## src/php_pkg.sv

```systemverilog
// Package for the priority header parser: types, character codes and parse-step functions.
`timescale 1ns / 1ps

package php_pkg;

   typedef enum logic [2:0] {
      PH_START,
      PH_TOKEN,
      PH_AFTER,
      PH_UVAL,
      PH_IVAL,
      PH_IQ,
      PH_SKIP,
      PH_TAIL
   } phase_type;

   typedef enum logic [1:0] {
      TK_EMPTY,
      TK_U,
      TK_I,
      TK_OTHER
   } token_type;

   typedef struct packed {
      phase_type  phase;
      token_type  kind;
      logic [2:0] urgency;
      logic       incremental;
      logic       still_valid;
   } parse_state_type;

   typedef struct packed {
      parse_state_type st;
      logic            more;
   } step_type;

   typedef struct packed {
      logic [7:0] header_byte;
      logic       last_byte;
   } req_data_type;

   typedef struct packed {
      logic [2:0] urgency;
      logic       incremental;
      logic       valid_res;
      logic [3:0] order_key;
   } rsp_data_type;

   // csr register indexes
   localparam logic CSR_DEFAULT_URGENCY     = 1'b0;
   localparam logic CSR_DEFAULT_INCREMENTAL = 1'b1;

   localparam logic [2:0] RESET_URGENCY     = 3'd3;
   localparam logic       RESET_INCREMENTAL = 1'b0;

   // number of chained steps evaluated for one byte (at least the worst case)
   localparam int STEP_DEPTH = 6;

   localparam logic [7:0] CH_NUL   = 8'h00;
   localparam logic [7:0] CH_TAB   = 8'h09;
   localparam logic [7:0] CH_CR    = 8'h0D;
   localparam logic [7:0] CH_SPACE = 8'h20;
   localparam logic [7:0] CH_COMMA = 8'h2C;
   localparam logic [7:0] CH_ZERO  = 8'h30;
   localparam logic [7:0] CH_ONE   = 8'h31;
   localparam logic [7:0] CH_SEVEN = 8'h37;
   localparam logic [7:0] CH_EQ    = 8'h3D;
   localparam logic [7:0] CH_QUEST = 8'h3F;
   localparam logic [7:0] CH_I     = 8'h69;
   localparam logic [7:0] CH_U     = 8'h75;

   function automatic logic is_ws(logic [7:0] c);
      return (c == CH_SPACE) || ((c >= CH_TAB) && (c <= CH_CR));
   endfunction

   // token has ended without a value: u is malformed, bare i sets incremental
   function automatic parse_state_type end_token(parse_state_type s);
      parse_state_type r;
      r = s;
      if (s.kind == TK_U) begin
         r.still_valid = 1'b0;
      end else if (s.kind == TK_I) begin
         r.incremental = 1'b1;
      end
      return r;
   endfunction

   function automatic parse_state_type close_header(parse_state_type s);
      parse_state_type r;
      r = s;
      case (s.phase)
         PH_TOKEN, PH_AFTER: begin
            r = end_token(s);
         end
         PH_UVAL, PH_IVAL, PH_IQ: begin
            r.still_valid = 1'b0;
         end
         default: begin
         end
      endcase
      r.phase = PH_TAIL;
      return r;
   endfunction

   // one dispatch of the byte; more set when the byte must be looked at again
   function automatic step_type parse_step(parse_state_type s, logic [7:0] c);
      step_type r;
      logic     ws;
      r.st   = s;
      r.more = 1'b0;
      ws     = is_ws(c);
      case (s.phase)
         PH_START: begin
            if (!ws) begin
               if (c == CH_EQ || c == CH_COMMA) begin
                  r.st.kind  = TK_OTHER;
                  r.st.phase = PH_AFTER;
                  r.more     = 1'b1;
               end else begin
                  r.st.kind  = (c == CH_U) ? TK_U : (c == CH_I) ? TK_I : TK_OTHER;
                  r.st.phase = PH_TOKEN;
               end
            end
         end
         PH_TOKEN: begin
            if (c == CH_EQ || c == CH_COMMA || ws) begin
               r.st.phase = PH_AFTER;
               r.more     = 1'b1;
            end else begin
               r.st.kind = TK_OTHER;
            end
         end
         PH_AFTER: begin
            if (!ws) begin
               if (c == CH_EQ) begin
                  r.st.phase = (s.kind == TK_U) ? PH_UVAL :
                               (s.kind == TK_I) ? PH_IVAL : PH_SKIP;
               end else begin
                  r.st       = end_token(s);
                  r.st.phase = PH_TAIL;
                  r.more     = 1'b1;
               end
            end
         end
         PH_UVAL: begin
            if (!ws) begin
               if (c >= CH_ZERO && c <= CH_SEVEN) begin
                  r.st.urgency = c[2:0];
               end else begin
                  r.st.still_valid = 1'b0;
                  r.more           = 1'b1;
               end
               r.st.phase = PH_TAIL;
            end
         end
         PH_IVAL: begin
            if (!ws) begin
               if (c == CH_QUEST) begin
                  r.st.phase = PH_IQ;
               end else begin
                  r.st.still_valid = 1'b0;
                  r.st.phase       = PH_TAIL;
                  r.more           = 1'b1;
               end
            end
         end
         PH_IQ: begin
            if (c == CH_ZERO || c == CH_ONE) begin
               r.st.incremental = c[0];
               r.st.phase       = PH_TAIL;
            end else begin
               r.st.still_valid = 1'b0;
               r.st.kind        = TK_OTHER;
               r.st.phase       = PH_TOKEN;
               r.more           = 1'b1;
            end
         end
         PH_SKIP: begin
            if (c == CH_COMMA) begin
               r.st.phase = PH_START;
            end
         end
         PH_TAIL: begin
            if (!ws) begin
               r.st.phase = PH_START;
               r.more     = (c != CH_COMMA);
            end
         end
         default: begin
            r.st.phase = PH_START;
         end
      endcase
      return r;
   endfunction

endpackage

```

## src/php_byte_step.sv

```systemverilog
// Combinational next-state logic of the parser for one header byte.
`timescale 1ns / 1ps

module php_byte_step (
   input  php_pkg::parse_state_type state,
   input  logic                     past_term,
   input  logic [7:0]               header_byte,
   output php_pkg::parse_state_type next_state,
   output logic                     next_past_term,
   output php_pkg::parse_state_type final_state
);

   php_pkg::step_type chain [php_pkg::STEP_DEPTH+1];

   always_comb begin
      chain[0].st   = state;
      chain[0].more = 1'b1;
      for (int k = 0; k < php_pkg::STEP_DEPTH; k++) begin
         if (chain[k].more) begin
            chain[k+1] = php_pkg::parse_step(chain[k].st, header_byte);
         end else begin
            chain[k+1] = chain[k];
         end
      end
   end

   always_comb begin
      next_state     = state;
      next_past_term = past_term;
      if (!past_term) begin
         if (header_byte == php_pkg::CH_NUL) begin
            next_state     = php_pkg::close_header(state);
            next_past_term = 1'b1;
         end else begin
            next_state = chain[php_pkg::STEP_DEPTH].st;
         end
      end
      final_state = next_past_term ? next_state : php_pkg::close_header(next_state);
   end

endmodule

```

## src/priority_header_parser.sv

```systemverilog
// Top level of the priority header parser: state, config registers and result buffering.
`timescale 1ns / 1ps

// Parses one HTTP Priority header value, one byte per item, and gives one result item
// (urgency, incremental, valid flag, order key) on the item marked last_byte. One item is
// taken per cycle while req_stall is low: the whole byte, including lookahead re-dispatch,
// is resolved in one pass of next-state logic between the parse state and result registers.
// A result goes to the output register, or to the skid entry while rsp_stall holds it; the
// two-entry buffer keeps input flowing while a result waits, and req_stall rises only when
// both are full. Defaults written through the csr port also replace the held values at once.

module priority_header_parser (
   input  logic                  clock,
   input  logic                  reset,
   input  logic                  req_valid,
   output logic                  req_stall,
   input  php_pkg::req_data_type req_data,
   output logic                  rsp_valid,
   input  logic                  rsp_stall,
   output php_pkg::rsp_data_type rsp_data,
   input  logic                  csr_write_en,
   input  logic                  csr_index,
   input  logic [2:0]            csr_wdata
);

   php_pkg::parse_state_type state_ff, state_in;
   logic                     past_ff, past_in;
   logic [2:0]               def_urg_ff, def_urg_in;
   logic                     def_inc_ff, def_inc_in;

   php_pkg::rsp_data_type    out_ff, out_in;
   logic                     out_valid_ff, out_valid_in;
   php_pkg::rsp_data_type    skid_ff, skid_in;
   logic                     skid_valid_ff, skid_valid_in;

   php_pkg::parse_state_type step_state, final_state;
   logic                     step_past;
   logic                     accept, new_rsp, out_free, wr_urg, wr_inc;
   php_pkg::rsp_data_type    new_data;

   php_byte_step u_step (
      .state          (state_ff),
      .past_term      (past_ff),
      .header_byte    (req_data.header_byte),
      .next_state     (step_state),
      .next_past_term (step_past),
      .final_state    (final_state)
   );

   assign req_stall = skid_valid_ff;
   assign accept    = req_valid && !req_stall;
   assign new_rsp   = accept && req_data.last_byte;
   assign out_free  = !out_valid_ff || !rsp_stall;
   assign wr_urg    = csr_write_en && (csr_index == php_pkg::CSR_DEFAULT_URGENCY);
   assign wr_inc    = csr_write_en && (csr_index == php_pkg::CSR_DEFAULT_INCREMENTAL);

   assign rsp_valid = out_valid_ff;
   assign rsp_data  = out_ff;

   always_comb begin
      new_data.urgency     = final_state.urgency;
      new_data.incremental = final_state.incremental;
      new_data.valid_res   = final_state.still_valid;
      new_data.order_key   = {final_state.urgency, final_state.incremental};
   end

   always_comb begin
      def_urg_in = wr_urg ? csr_wdata : def_urg_ff;
      def_inc_in = wr_inc ? csr_wdata[0] : def_inc_ff;

      state_in = state_ff;
      past_in  = past_ff;
      if (accept) begin
         if (req_data.last_byte) begin
            state_in.phase       = php_pkg::PH_START;
            state_in.kind        = php_pkg::TK_EMPTY;
            state_in.urgency     = def_urg_ff;
            state_in.incremental = def_inc_ff;
            state_in.still_valid = 1'b1;
            past_in              = 1'b0;
         end else begin
            state_in = step_state;
            past_in  = step_past;
         end
      end
      if (wr_urg) begin
         state_in.urgency = def_urg_in;
      end
      if (wr_inc) begin
         state_in.incremental = def_inc_in;
      end
   end

   always_comb begin
      out_in        = out_ff;
      out_valid_in  = out_valid_ff;
      skid_in       = skid_ff;
      skid_valid_in = skid_valid_ff;
      if (out_free) begin
         if (skid_valid_ff) begin
            out_in        = skid_ff;
            out_valid_in  = 1'b1;
            skid_valid_in = 1'b0;
         end else begin
            out_in       = new_data;
            out_valid_in = new_rsp;
         end
      end else if (new_rsp) begin
         skid_in       = new_data;
         skid_valid_in = 1'b1;
      end
   end

   always_ff @(posedge clock) begin
      if (reset) begin
         def_urg_ff            <= php_pkg::RESET_URGENCY;
         def_inc_ff            <= php_pkg::RESET_INCREMENTAL;
         state_ff.phase        <= php_pkg::PH_START;
         state_ff.kind         <= php_pkg::TK_EMPTY;
         state_ff.urgency      <= php_pkg::RESET_URGENCY;
         state_ff.incremental  <= php_pkg::RESET_INCREMENTAL;
         state_ff.still_valid  <= 1'b1;
         past_ff               <= 1'b0;
         out_valid_ff          <= 1'b0;
         skid_valid_ff         <= 1'b0;
      end else begin
         def_urg_ff    <= def_urg_in;
         def_inc_ff    <= def_inc_in;
         state_ff      <= state_in;
         past_ff       <= past_in;
         out_valid_ff  <= out_valid_in;
         skid_valid_ff <= skid_valid_in;
      end
   end

   always_ff @(posedge clock) begin
      out_ff  <= out_in;
      skid_ff <= skid_in;
   end

`ifndef NO_ASSERTIONS
   a_skid_behind_out : assert property (@(posedge clock) disable iff (reset)
      skid_valid_ff |-> out_valid_ff)
      else $error("skid entry held while output register empty");

   a_last_gives_rsp : assert property (@(posedge clock) disable iff (reset)
      new_rsp |=> rsp_valid)
      else $error("result missing after last byte");

   a_restart_after_last : assert property (@(posedge clock) disable iff (reset)
      (new_rsp && !csr_write_en) |=>
         (state_ff.phase == php_pkg::PH_START) && !past_ff && state_ff.still_valid)
      else $error("parser not restarted after last byte");

   a_order_key : assert property (@(posedge clock) disable iff (reset)
      rsp_valid |-> (rsp_data.order_key == {rsp_data.urgency, rsp_data.incremental}))
      else $error("order key does not match urgency and incremental");

   a_past_sticks : assert property (@(posedge clock) disable iff (reset)
      (past_ff && !(accept && req_data.last_byte)) |=> past_ff)
      else $error("terminator flag dropped inside a header");
`endif

endmodule
```

## config.mk

```make
export PLATFORM = sky130hd
export DESIGN_NAME = priority_header_parser
export DESIGN_NICKNAME = d
export VERILOG_FILES = /design/src/php_pkg.sv /design/src/php_byte_step.sv /design/src/priority_header_parser.sv
export SDC_FILE = /design/constraint.sdc
export NUM_CORES = 1
export LEC_CHECK = 0
export BUFFER_PORTS_ARGS = -buffer_cell sky130_fd_sc_hd__buf_4
export CORE_MARGIN = 2
export CORE_UTILIZATION = 60
export DETAILED_ROUTE_END_ITERATION = 10
export PLACE_DENSITY_LB_ADDON = 0.3
export SKIP_CTS_REPAIR_TIMING = 1
export SYNTH_ARGS = -nofsm -noshare
export SYNTH_HDL_FRONTEND = slang
export SYNTH_SLANG_ARGS = --single-unit
```

## constraint.sdc

```tcl
create_clock -name clock -period 4.9 [get_ports clock]
set_input_delay 0.49 -clock clock [delete_from_list [all_inputs] [get_ports clock]]
set_output_delay 0.49 -clock clock [all_outputs]
set_load 0.02 [all_outputs]
```

==> flow_metrics.env, run 1 <==
export IMPL_outcome="completed"
export IMPL_drtIter0Drc=357
export IMPL_drt_wirelength_per_cell_microns=18.2
export IMPL_die_h_microns=71.2
export IMPL_yosys_top_cells_area="dfxtp_1, edfxtp_1, a21oi_1"
export IMPL_area_growth_pct=10.9
export IMPL_finalCritPeriodShare_pct=90.2
export IMPL_required_ns=4.93
export IMPL_holdPathStages=2
export IMPL_cts_path_max_buffers=2
export IMPL_cts_buffers=3
export IMPL_syn_avg_cell_area_sq_um=7.85
export IMPL_tns_ns=0
export IMPL_clockRootBuffer="clkbuf_8"
export IMPL_arrival_ns=4.45
export IMPL_start_util_pct=62.2
export IMPL_core_sq_um=4350
export IMPL_synth_top_cell_by_area="dfxtp_1"
export IMPL_worstSetupPathType="reg -> reg"
export IMPL_insertion_delay_ns=0.28
export IMPL_syn_nets=363
export IMPL_synth_seq_cells=27
export IMPL_rows=24
export IMPL_crit_top_cell="o21ai_2"
export IMPL_cts_sinks=27
export IMPL_report_final_slew_viol_count=0
export IMPL_grt_overflow=0
export IMPL_grt_max_degree=21
export IMPL_synth_cell_type_count=82
export IMPL_grt_use_total_pct=30.4
export IMPL_cts_tree="done"
export IMPL_setup_violations=0
export IMPL_die_w_microns=71.2
export IMPL_yosys_warnings=0
export IMPL_drc_errors=0
export IMPL_fmax_mhz=226
export IMPL_crit_family="simple AND/OR/NAND/NOR gates"
export IMPL_end_kind="flip-flop"
export IMPL_timing_critical_path_buf_inv=0
export IMPL_cts_max_level=1
export IMPL_leakagePower_uw=0.00117
export IMPL_yosysMostFrequentCell="nor2_1"
export IMPL_synth_edf_count=10
export IMPL_max_stage_delay_ns=0.65
export IMPL_r2r_cells=13
export IMPL_ir_worst_vdd_v=0.000219
export IMPL_finalHoldViolations=0
export IMPL_antenna_cells=0
export IMPL_cp_start_kind="flip-flop"
export IMPL_antenna_found_initial=0
export IMPL_nets=385
export IMPL_crit_chain="nand2b_1 -> or4b_1 -> and2_1 -> o211ai_1 -> nor4_2 -> a2111o_1 -> o21ai_2 -> mux2_4 -> o21ai_2 -> nor4bb_1 -> o32ai_1 -> a41o_1 -> mux2_2"
export IMPL_synth_area_sq_um=2710
export IMPL_worstMarginPinSlew_ns=0.605
export IMPL_synth_top_area_share_pct=12.6
export IMPL_drt_pass1_iter_count=5
export IMPL_critical_path_cell_count=13
export IMPL_p_per_area_nw_per_um2=225
export IMPL_async_flop_share_pct=0
export IMPL_finalNonFillerCells=418
export IMPL_hpwl_microns=5890
export IMPL_finalWorstPathRequiredPeriod_ns=4.42
export IMPL_layout_drive_gt1_share_pct=21.0
export IMPL_viasPerCell=6.86
export IMPL_clk_pin_slew_worst_paths_ns=0.10
export IMPL_ys_seq_area_share_pct=23.7
export IMPL_syn_inst=345
export IMPL_routed_wl_microns=7630
export IMPL_dp_cells=414
export IMPL_io_pin_count=29
export IMPL_rsz0062_at_grt="false"
export IMPL_grt_pass1_vias=2618
export IMPL_netlist_top_cells_count="nor2_1, nand2_1, a21oi_1"
export IMPL_dieArea_sq_um=5070
export IMPL_ant_nets=0
export IMPL_synth_flop_cell="dfxtp_1"
export IMPL_fill_cells=348
export IMPL_vias=2868
export IMPL_cpMaxStageDelayCell="or4b_1"
export IMPL_hp_class="reg -> reg"
export IMPL_worst_path_max_fanout=11
export IMPL_grt_pass1_wl_microns=12600
export IMPL_fin_skew_ns=0.0134
export IMPL_place_congestion=0.963
export IMPL_reg2reg_slack_ns=0.48
export IMPL_max_slew_margin_pct=59.1
export IMPL_max_cap_viol_count=0
export IMPL_port_buffers=28
metrics by stage:
stage / power [uW] / worst slack [ns] / cell area (sq um) / hold WS (ns) / util [%]
2_1_floorplan: 469 / 0.570 / 2710 / 0.436 / -
3_3_place_gp: 537 / 0.319 / 2950 / 0.444 / 67.8
3_5_place_dp: 540 / 0.316 / 2950 / 0.451 / 67.8
6_report: 675 / 0.480 / 3000 / 0.462 / 68.9
5_1_grt: 712 / 0.203 / 3000 / 0.477 / 68.9
4_1_cts: 671 / 0.567 / 3000 / 0.465 / 68.9
sequential cells by signal, indices dropped and copies added (netlist names):
signal,flops
state_ff,10
rsp_data,5
past_ff,1
def_urg_ff,3
def_inc_ff,1
rsp_valid,1
skid_ff,5
req_stall,1
cells in the final DEF, fill, tap and decap left out, drive strengths merged, types with 5 or more instances in the layout:
| cell | n |
|---|---|
| nand2 | 29 |
| inv | 7 |
| nand3 | 8 |
| dfxtp | 17 |
| a21o | 5 |
| nor3 | 16 |
| a21oi | 26 |
| mux2i | 7 |
| o21ai | 19 |
| o211ai | 8 |
| and2 | 5 |
| nor2 | 33 |
| nand2b | 9 |
| a211oi | 7 |
| or3 | 8 |
| o21bai | 6 |
| nor4 | 8 |
| edfxtp | 10 |
| buf | 41 |
| mux2 | 9 |
| and3 | 5 |
layout make-up:
type                       count  area (sq um)  share of cell area (%)
inverter                       7          26.3                   0.875
clock inverter                 1          8.76                   0.292
sequential                    27           641                    21.3
tap                           52          65.1                    2.17
timing repair buffer          41           308                    10.3
multi-input combinational    287          1910                    63.7
clock buffer                   3          41.3                    1.38
metal layers:
layer | GRT usage [%] | part of all wire (%)
met5 | 0 | 0
met4 | 4.19 | 1.9
met3 | 10.8 | 11
met2 | 46.5 | 44
met1 | 42.5 | 43
worst min-delay path, cell delays in order, from the launching register on:
cell	delay (ns)
dfxtp_1	0.32
nand2_1	0.05
a21oi_1	0.05
kinds of logic after synthesis:
family          count (synthesis)  synth area share, %
flops                          27                 23.7
xor+xnor                        4                 1.29
mux                            16                 6.47
buf+inv                        31                 5.73
compound gates                117                 31.8
simple gates                  150                 31.1
power by group:
part | switching [uW] | internal, uW
combinational | 161 | 119
sequential | 10.2 | 252
clock | 72.6 | 59.7
total | 244 | 430
worst paths after layout:
kind / from / to
hold reg to reg: def_inc_ff / def_inc_ff
setup reg to reg: state_ff[8] / rsp_data[0]
setup / recovery: state_ff[8] / rsp_data[0]
hold / removal: def_inc_ff / def_inc_ff
Note: power is estimated with default switching activity, not from simulation.
==> run 2: changes to the inputs <==
Settings changed: ABC_AREA set to 1, BUFFER_PORTS_ARGS -buffer_cell sky130_fd_sc_hd__buf_4 to unset, CORE_UTILIZATION 60 to 65, DONT_BUFFER_PORTS set to 1.
==> flow_metrics.env, run 2 <==
export IMPL_use_met1_pct=41.4
export IMPL_synth_top_area_share_pct=16.8
export IMPL_holdPathStages=1
export IMPL_antenna_cells=0
export IMPL_seqPwrFrac_pct=50.6
export IMPL_insertion_delay_ns=0.27
export IMPL_max_cap_viol_count=0
export IMPL_timing_critical_path_buf_inv=5
export IMPL_die_w_microns=70.4
export IMPL_syn_inst=467
export IMPL_cts_sinks=27
export IMPL_antenna_found_initial=0
export IMPL_drt_wirelength_per_cell_microns=14.4
export IMPL_tns_ns=0
export IMPL_worstMarginPinSlew_ns=0.630
export IMPL_cts_path_max_buffers=2
export IMPL_pwr_share_comb_pct=25.1
export IMPL_multi_input_area_sq_um=1890
export IMPL_required_ns=4.93
export IMPL_max_stage_delay_ns=0.57
export IMPL_grt_overflow=0
export IMPL_crit_family="simple AND/OR/NAND/NOR gates"
export IMPL_synth_flop_cell="dfxtp_1"
export IMPL_grt_pass1_vias=2804
export IMPL_setup_violations=0
export IMPL_async_flop_share_pct=0
export IMPL_synth_top_cell_by_area="nand2_1"
export IMPL_rows=24
export IMPL_grt_busiest_layer="met2"
export IMPL_hp_class="in -> reg"
export IMPL_hpwl_microns=5930
export IMPL_fin_skew_ns=0.00733
export IMPL_final_util_pct=67.5
export IMPL_cpMaxStageDelayCell="a31oi_2"
export IMPL_synth_compound_area_share_pct=16.9
export IMPL_area_growth_pct=1.14
export IMPL_ant_nets=0
export IMPL_worstSetupPathType="reg -> reg"
export IMPL_die_h_microns=70.4
export IMPL_worstHoldStart="reset"
export IMPL_switchingPower_uw=179
export IMPL_start_util_pct=66.7
export IMPL_reg2reg_slack_ns=1.11
export IMPL_grt_max_degree=15
export IMPL_place_area_sq_um=2850
export IMPL_netlist_top_cells_count="nand2_1, inv_1, nor2_1"
export IMPL_clk_pin_slew_worst_paths_ns=0.09
export IMPL_p_clk_share_pct=24.3
export IMPL_fill_cells=395
export IMPL_finalCritPeriodShare_pct=77.3
export IMPL_mostFrequentLayoutCells="nand2_1, inv_1, nor2_1, nand3_1, a21oi_1"
export IMPL_vias=3082
export IMPL_finalHoldViolations=0
export IMPL_use_met2_pct=50.8
export IMPL_cts_buffers=3
export IMPL_port_buffers=0
export IMPL_leakagePower_uw=0.00136
export IMPL_synth_xor_area_share_pct=0
export IMPL_yosys_area_share_adder_pct=0
export IMPL_r2r_end="rsp_data[4]"
export IMPL_synth_seq_cells=27
export IMPL_crit_top_cell="nand2_1"
export IMPL_met3_usage_pct=5.48
export IMPL_synth_top_family_by_area="simple AND/OR/NAND/NOR gates"
export IMPL_grt_use_total_pct=30.4
export IMPL_final_common_cell="nand2_1"
export IMPL_ys_seq_area_share_pct=22.4
export IMPL_syn_avg_cell_area_sq_um=6.14
export IMPL_synth_cell_type_count=41
export IMPL_report_final_slew_viol_count=0
export IMPL_switching_share_pct=33.6
export IMPL_synth_area_sq_um=2870
export IMPL_cp_start_kind="flip-flop"
export IMPL_layout_drive_gt1_share_pct=17.2
export IMPL_r2r_cells=25
export IMPL_fin_area_sq_um=2900
export IMPL_dieArea_sq_um=4960
export IMPL_grt_pass1_wl_microns=12400
export IMPL_routed_wl_microns=7370
export IMPL_cts_max_level=1
export IMPL_io_pin_count=29
export IMPL_worstReg2RegStart="state_ff[7]"
export IMPL_p_int_uw=355
export IMPL_regMostFlops="state_ff"
export IMPL_yosys_top_cells_area="nand2_1, dfxtp_1, edfxtp_1"
export IMPL_finalWorstPathRequiredPeriod_ns=3.79
export IMPL_critical_path_cell_count=25
export IMPL_worst_path_max_fanout=13
export IMPL_syn_nets=485
export IMPL_ir_worst_vdd_v=0.000254
export IMPL_register_area_sq_um=641
export IMPL_yosys_warnings=0
export IMPL_synth_edf_count=10
export IMPL_place_congestion=1.01
export IMPL_cts_tree="done"
export IMPL_synth_simple_gate_area_share_pct=49.0
export IMPL_max_slew_margin_pct=57.9
export IMPL_core_sq_um=4290
export IMPL_rsz0062_at_grt="false"
export IMPL_outcome="completed"
export IMPL_nets=479
export IMPL_drc_errors=0
export IMPL_drtIter0Drc=223
export IMPL_drt_pass1_iter_count=5
export IMPL_fmax_mhz=264
export IMPL_power_uw=534
export IMPL_largest_register_ffs=10
export IMPL_end_kind="flip-flop"
export IMPL_yosysMostFrequentCell="nand2_1"
export IMPL_viasPerCell=6.02
export IMPL_p_per_area_nw_per_um2=184
export IMPL_holdPathEnd="rsp_valid"
export IMPL_clockRootBuffer="clkbuf_8"
export IMPL_synthMuxAreaShare_pct=0
export IMPL_arrival_ns=3.82
-- run 2: cell types whose count changed in the layout (fill, tap and decap cells not counted), moves of 15 or more --
cell,delta
nor2_2,+15
buf_4,-41
nand2_2,+18
nand3_1,+27
nand2_1,+99
inv_1,+47
nor2_1,+18
-- run 2: metrics by stage --
| stage | cells | hold WS [ns] | setup WS [ns] |
|---|---|---|---|
| 4_1_cts | 512 | 0.271 | 1.16 |
| 3_3_place_gp | 508 | 0.448 | 1.13 |
| 5_1_grt | 512 | 0.265 | 0.695 |
| 3_5_place_dp | 508 | 0.455 | 1.03 |
| 6_report | 512 | 0.274 | 1.11 |
| 2_1_floorplan | 467 | 0.440 | 1.66 |
-- run 2: how the worst max path moves through the flow --
stage             endpoint        start
2_1_floorplan  rsp_data[4]  req_data[7]
3_3_place_gp   rsp_data[4]  req_data[3]
3_5_place_dp   rsp_data[4]  req_data[4]
4_1_cts        rsp_data[4]  state_ff[8]
5_1_grt        rsp_data[4]  state_ff[8]
6_report       rsp_data[4]  state_ff[7]
-- run 2: power groups by stage --
stage	logic [uW]	registers (uW)	clock network (uW)
2_1_floorplan	120	267	0
3_3_place_gp	128	275	0
3_5_place_dp	131	275	0
4_1_cts	132	270	132
5_1_grt	150	272	141
6_report	134	270	130
-- run 2: per-layer routing --
metal	up-vias	wire length [microns]
met5	-	0
met4	0	148
met3	16	613
met2	143	3470
met1	1413	3140
li1	1510	-
-- run 2: final cells by class --
class	count	area share, %
flip-flops and latches	27	22.1
clock buffers	4	1.68
inverters	67	8.77
well taps	52	2.25
multi-input cells	362	65.2
-- run 2: kinds of logic (layout without fill, tap and decap cells) --
group                  count (synthesis)  in the layout
AO/OA/AOI/OAI                         77             77
buffers and inverters                 78             71
flip-flops                            27             27
AND/OR/NAND/NOR                      285            285
==> run 3: changes to the inputs <==
Settings changed: ABC_AREA 1 to 0.
Clock period 4.9 ns to 3.82 ns, I/O delays scaled along.
==> flow_metrics.env, run 3 (same netlist as run 1, synthesis figures left out) <==
export IMPL_drc_errors=0
export IMPL_grt_overflow=0
export IMPL_cts_path_max_buffers=2
export IMPL_final_common_cell="buf_4"
export IMPL_grt_busiest_layer="met2"
export IMPL_start_util_pct=67.7
export IMPL_worstReg2RegStart="state_ff[7]"
export IMPL_setup_violations=2
export IMPL_cts_tree="done"
export IMPL_worstSetupPathType="in -> reg"
export IMPL_use_met1_pct=54.2
export IMPL_nets=428
export IMPL_crit_start="req_data[8]"
export IMPL_io_pin_count=29
export IMPL_worst_path_max_fanout=7
export IMPL_port_buffers=0
export IMPL_viasPerCell=7.79
export IMPL_p_per_area_nw_per_um2=275
export IMPL_final_util_pct=90.3
export IMPL_insertion_delay_ns=0.28
export IMPL_cp_start_kind="input pin"
export IMPL_crit_top_cell="nor3_1"
export IMPL_ant_nets=0
export IMPL_finalCritPeriodShare_pct=102
export IMPL_ir_worst_vdd_v=0.000311
export IMPL_layout_drive_gt1_share_pct=39.6
export IMPL_grt_use_total_pct=40.1
export IMPL_required_ns=3.90
export IMPL_outcome="finished with violations"
export IMPL_max_stage_delay_ns=0.45
export IMPL_clockRootBuffer="clkbuf_8"
export IMPL_antenna_cells=0
export IMPL_layout_setup_ws_ns=-0.0843
export IMPL_pre_cts_ws_ns=-0.325
export IMPL_fmax_mhz=256
export IMPL_crit_chain="nand4bb_1 -> nor3_1 -> a21oi_1 -> a211oi_4 -> buf_4 -> nor3_1 -> or3_1 -> a41o_2 -> nand3b_1 -> mux2_2 -> nor2_2 -> nor2_1 -> o211a_1 -> o41ai_2"
export IMPL_largest_register_ffs=10
export IMPL_finalHoldViolations=0
export IMPL_cts_sinks=27
export IMPL_place_congestion=0.978
export IMPL_cts_max_level=1
export IMPL_drtIter0Drc=544
export IMPL_drt_pass1_iter_count=6
export IMPL_drt_wirelength_per_cell_microns=24.0
export IMPL_hp_class="in -> reg"
export IMPL_max_cap_viol_count=0
export IMPL_cpMaxStageDelayCell="nor3_1"
export IMPL_mostFrequentLayoutCells="buf_4, nand2_1, nor2_1, a21oi_1, dfxtp_1"
export IMPL_finalWorstPathRequiredPeriod_ns=3.90
export IMPL_max_slew_margin_pct=59.4
export IMPL_dieArea_sq_um=4700
export IMPL_grt_max_degree=18
export IMPL_grt_pass1_vias=2855
export IMPL_die_h_microns=68.5
export IMPL_failed_checks="negative setup slack"
export IMPL_cts_buffers=3
export IMPL_routed_wl_microns=11000
export IMPL_core_sq_um=4000
export IMPL_met3_usage_pct=5.84
export IMPL_rows=23
export IMPL_tns_ns=-0.139
export IMPL_report_final_slew_viol_count=0
export IMPL_area_growth_pct=33.4
export IMPL_leakagePower_uw=0.00142
export IMPL_use_met2_pct=66.3
export IMPL_die_w_microns=68.5
export IMPL_regMostFlops="state_ff"
export IMPL_arrival_ns=3.99
export IMPL_vias=3576
export IMPL_antenna_found_initial=0
export IMPL_end_kind="flip-flop"
export IMPL_worstHoldStart="reset"
export IMPL_clk_pin_slew_worst_paths_ns=0.09
export IMPL_worstMarginPinSlew_ns=0.608
export IMPL_grt_pass1_wl_microns=13900
export IMPL_hpwl_microns=7330
export IMPL_fin_skew_ns=0.00385
==> run 3: cell types whose count changed in the layout (fill, tap and decap cells not counted), moves of 6 or more <==
| cell | previous run | this run |
|---|---|---|
| nand2_1 | 128 | 29 |
| buf_4 | 0 | 82 |
| inv_1 | 53 | 6 |
| nand3_1 | 35 | 7 |
| nor2_1 | 50 | 29 |
| nand2_2 | 18 | 0 |
| inv_2 | 13 | 0 |
| nor2_2 | 15 | 3 |
| nand2b_1 | 0 | 9 |
| mux2_2 | 0 | 8 |
| nand2_4 | 8 | 0 |
| nand4_1 | 11 | 3 |
| o21ai_0 | 20 | 12 |
| mux2i_1 | 0 | 6 |
==> run 3: path summary, 6_finish.rpt <==
path | to | slack, ns | depth (start not counted)
setup / recovery | rsp_data[4] | -0.08 | 14
hold / removal | rsp_valid | 0.16 | 1
setup reg to reg | rsp_data[4] | -0.07 | 15
hold reg to reg | def_urg_ff[2] | 0.49 | 2
==> run 3: metrics by stage <==
stage / total power [uW] / hold WS [ns] / instance area [sq um] / cells
3_5_place_dp: 745 / 0.454 / 3270 / 449
6_report: 993 / 0.161 / 3610 / 459
5_1_grt: 1030 / 0.153 / 3610 / 459
3_3_place_gp: 728 / 0.437 / 3270 / 449
4_1_cts: 903 / 0.161 / 3320 / 453
2_1_floorplan: 612 / 0.436 / 2760 / 345
==> run 3: cell type report <==
cell class / instances / area (sq um)
clock buffers: 3 / 41.3
clock inverters: 1 / 5.00
fillers: 174 / 389
inverters: 7 / 26.3
multi-input cells: 287 / 2190
flip-flops and latches: 27 / 649
well taps: 50 / 62.6
repair buffers: 84 / 638
==> run 3: critical path, delay by kind of cell <==
family                 cells  cell delay [ns]
and+or+nand+nor            7             1.64
buffers and inverters      1             0.21
AOI/OAI and AO/OA          5             1.42
muxes                      1             0.33
==> run 3: where the power goes <==
part	switching (uW)	internal, uW
Combinational	242	225
Clock	90.2	73.3
Sequential	38.6	324
Total	371	622
==> run 3: metal layers <==
layer  up-vias  wire length [microns]
met5         -                      0
met4         0                    723
met3       106                   1480
met2       396                   4920
met1      1617                   3900
li1       1457                      -
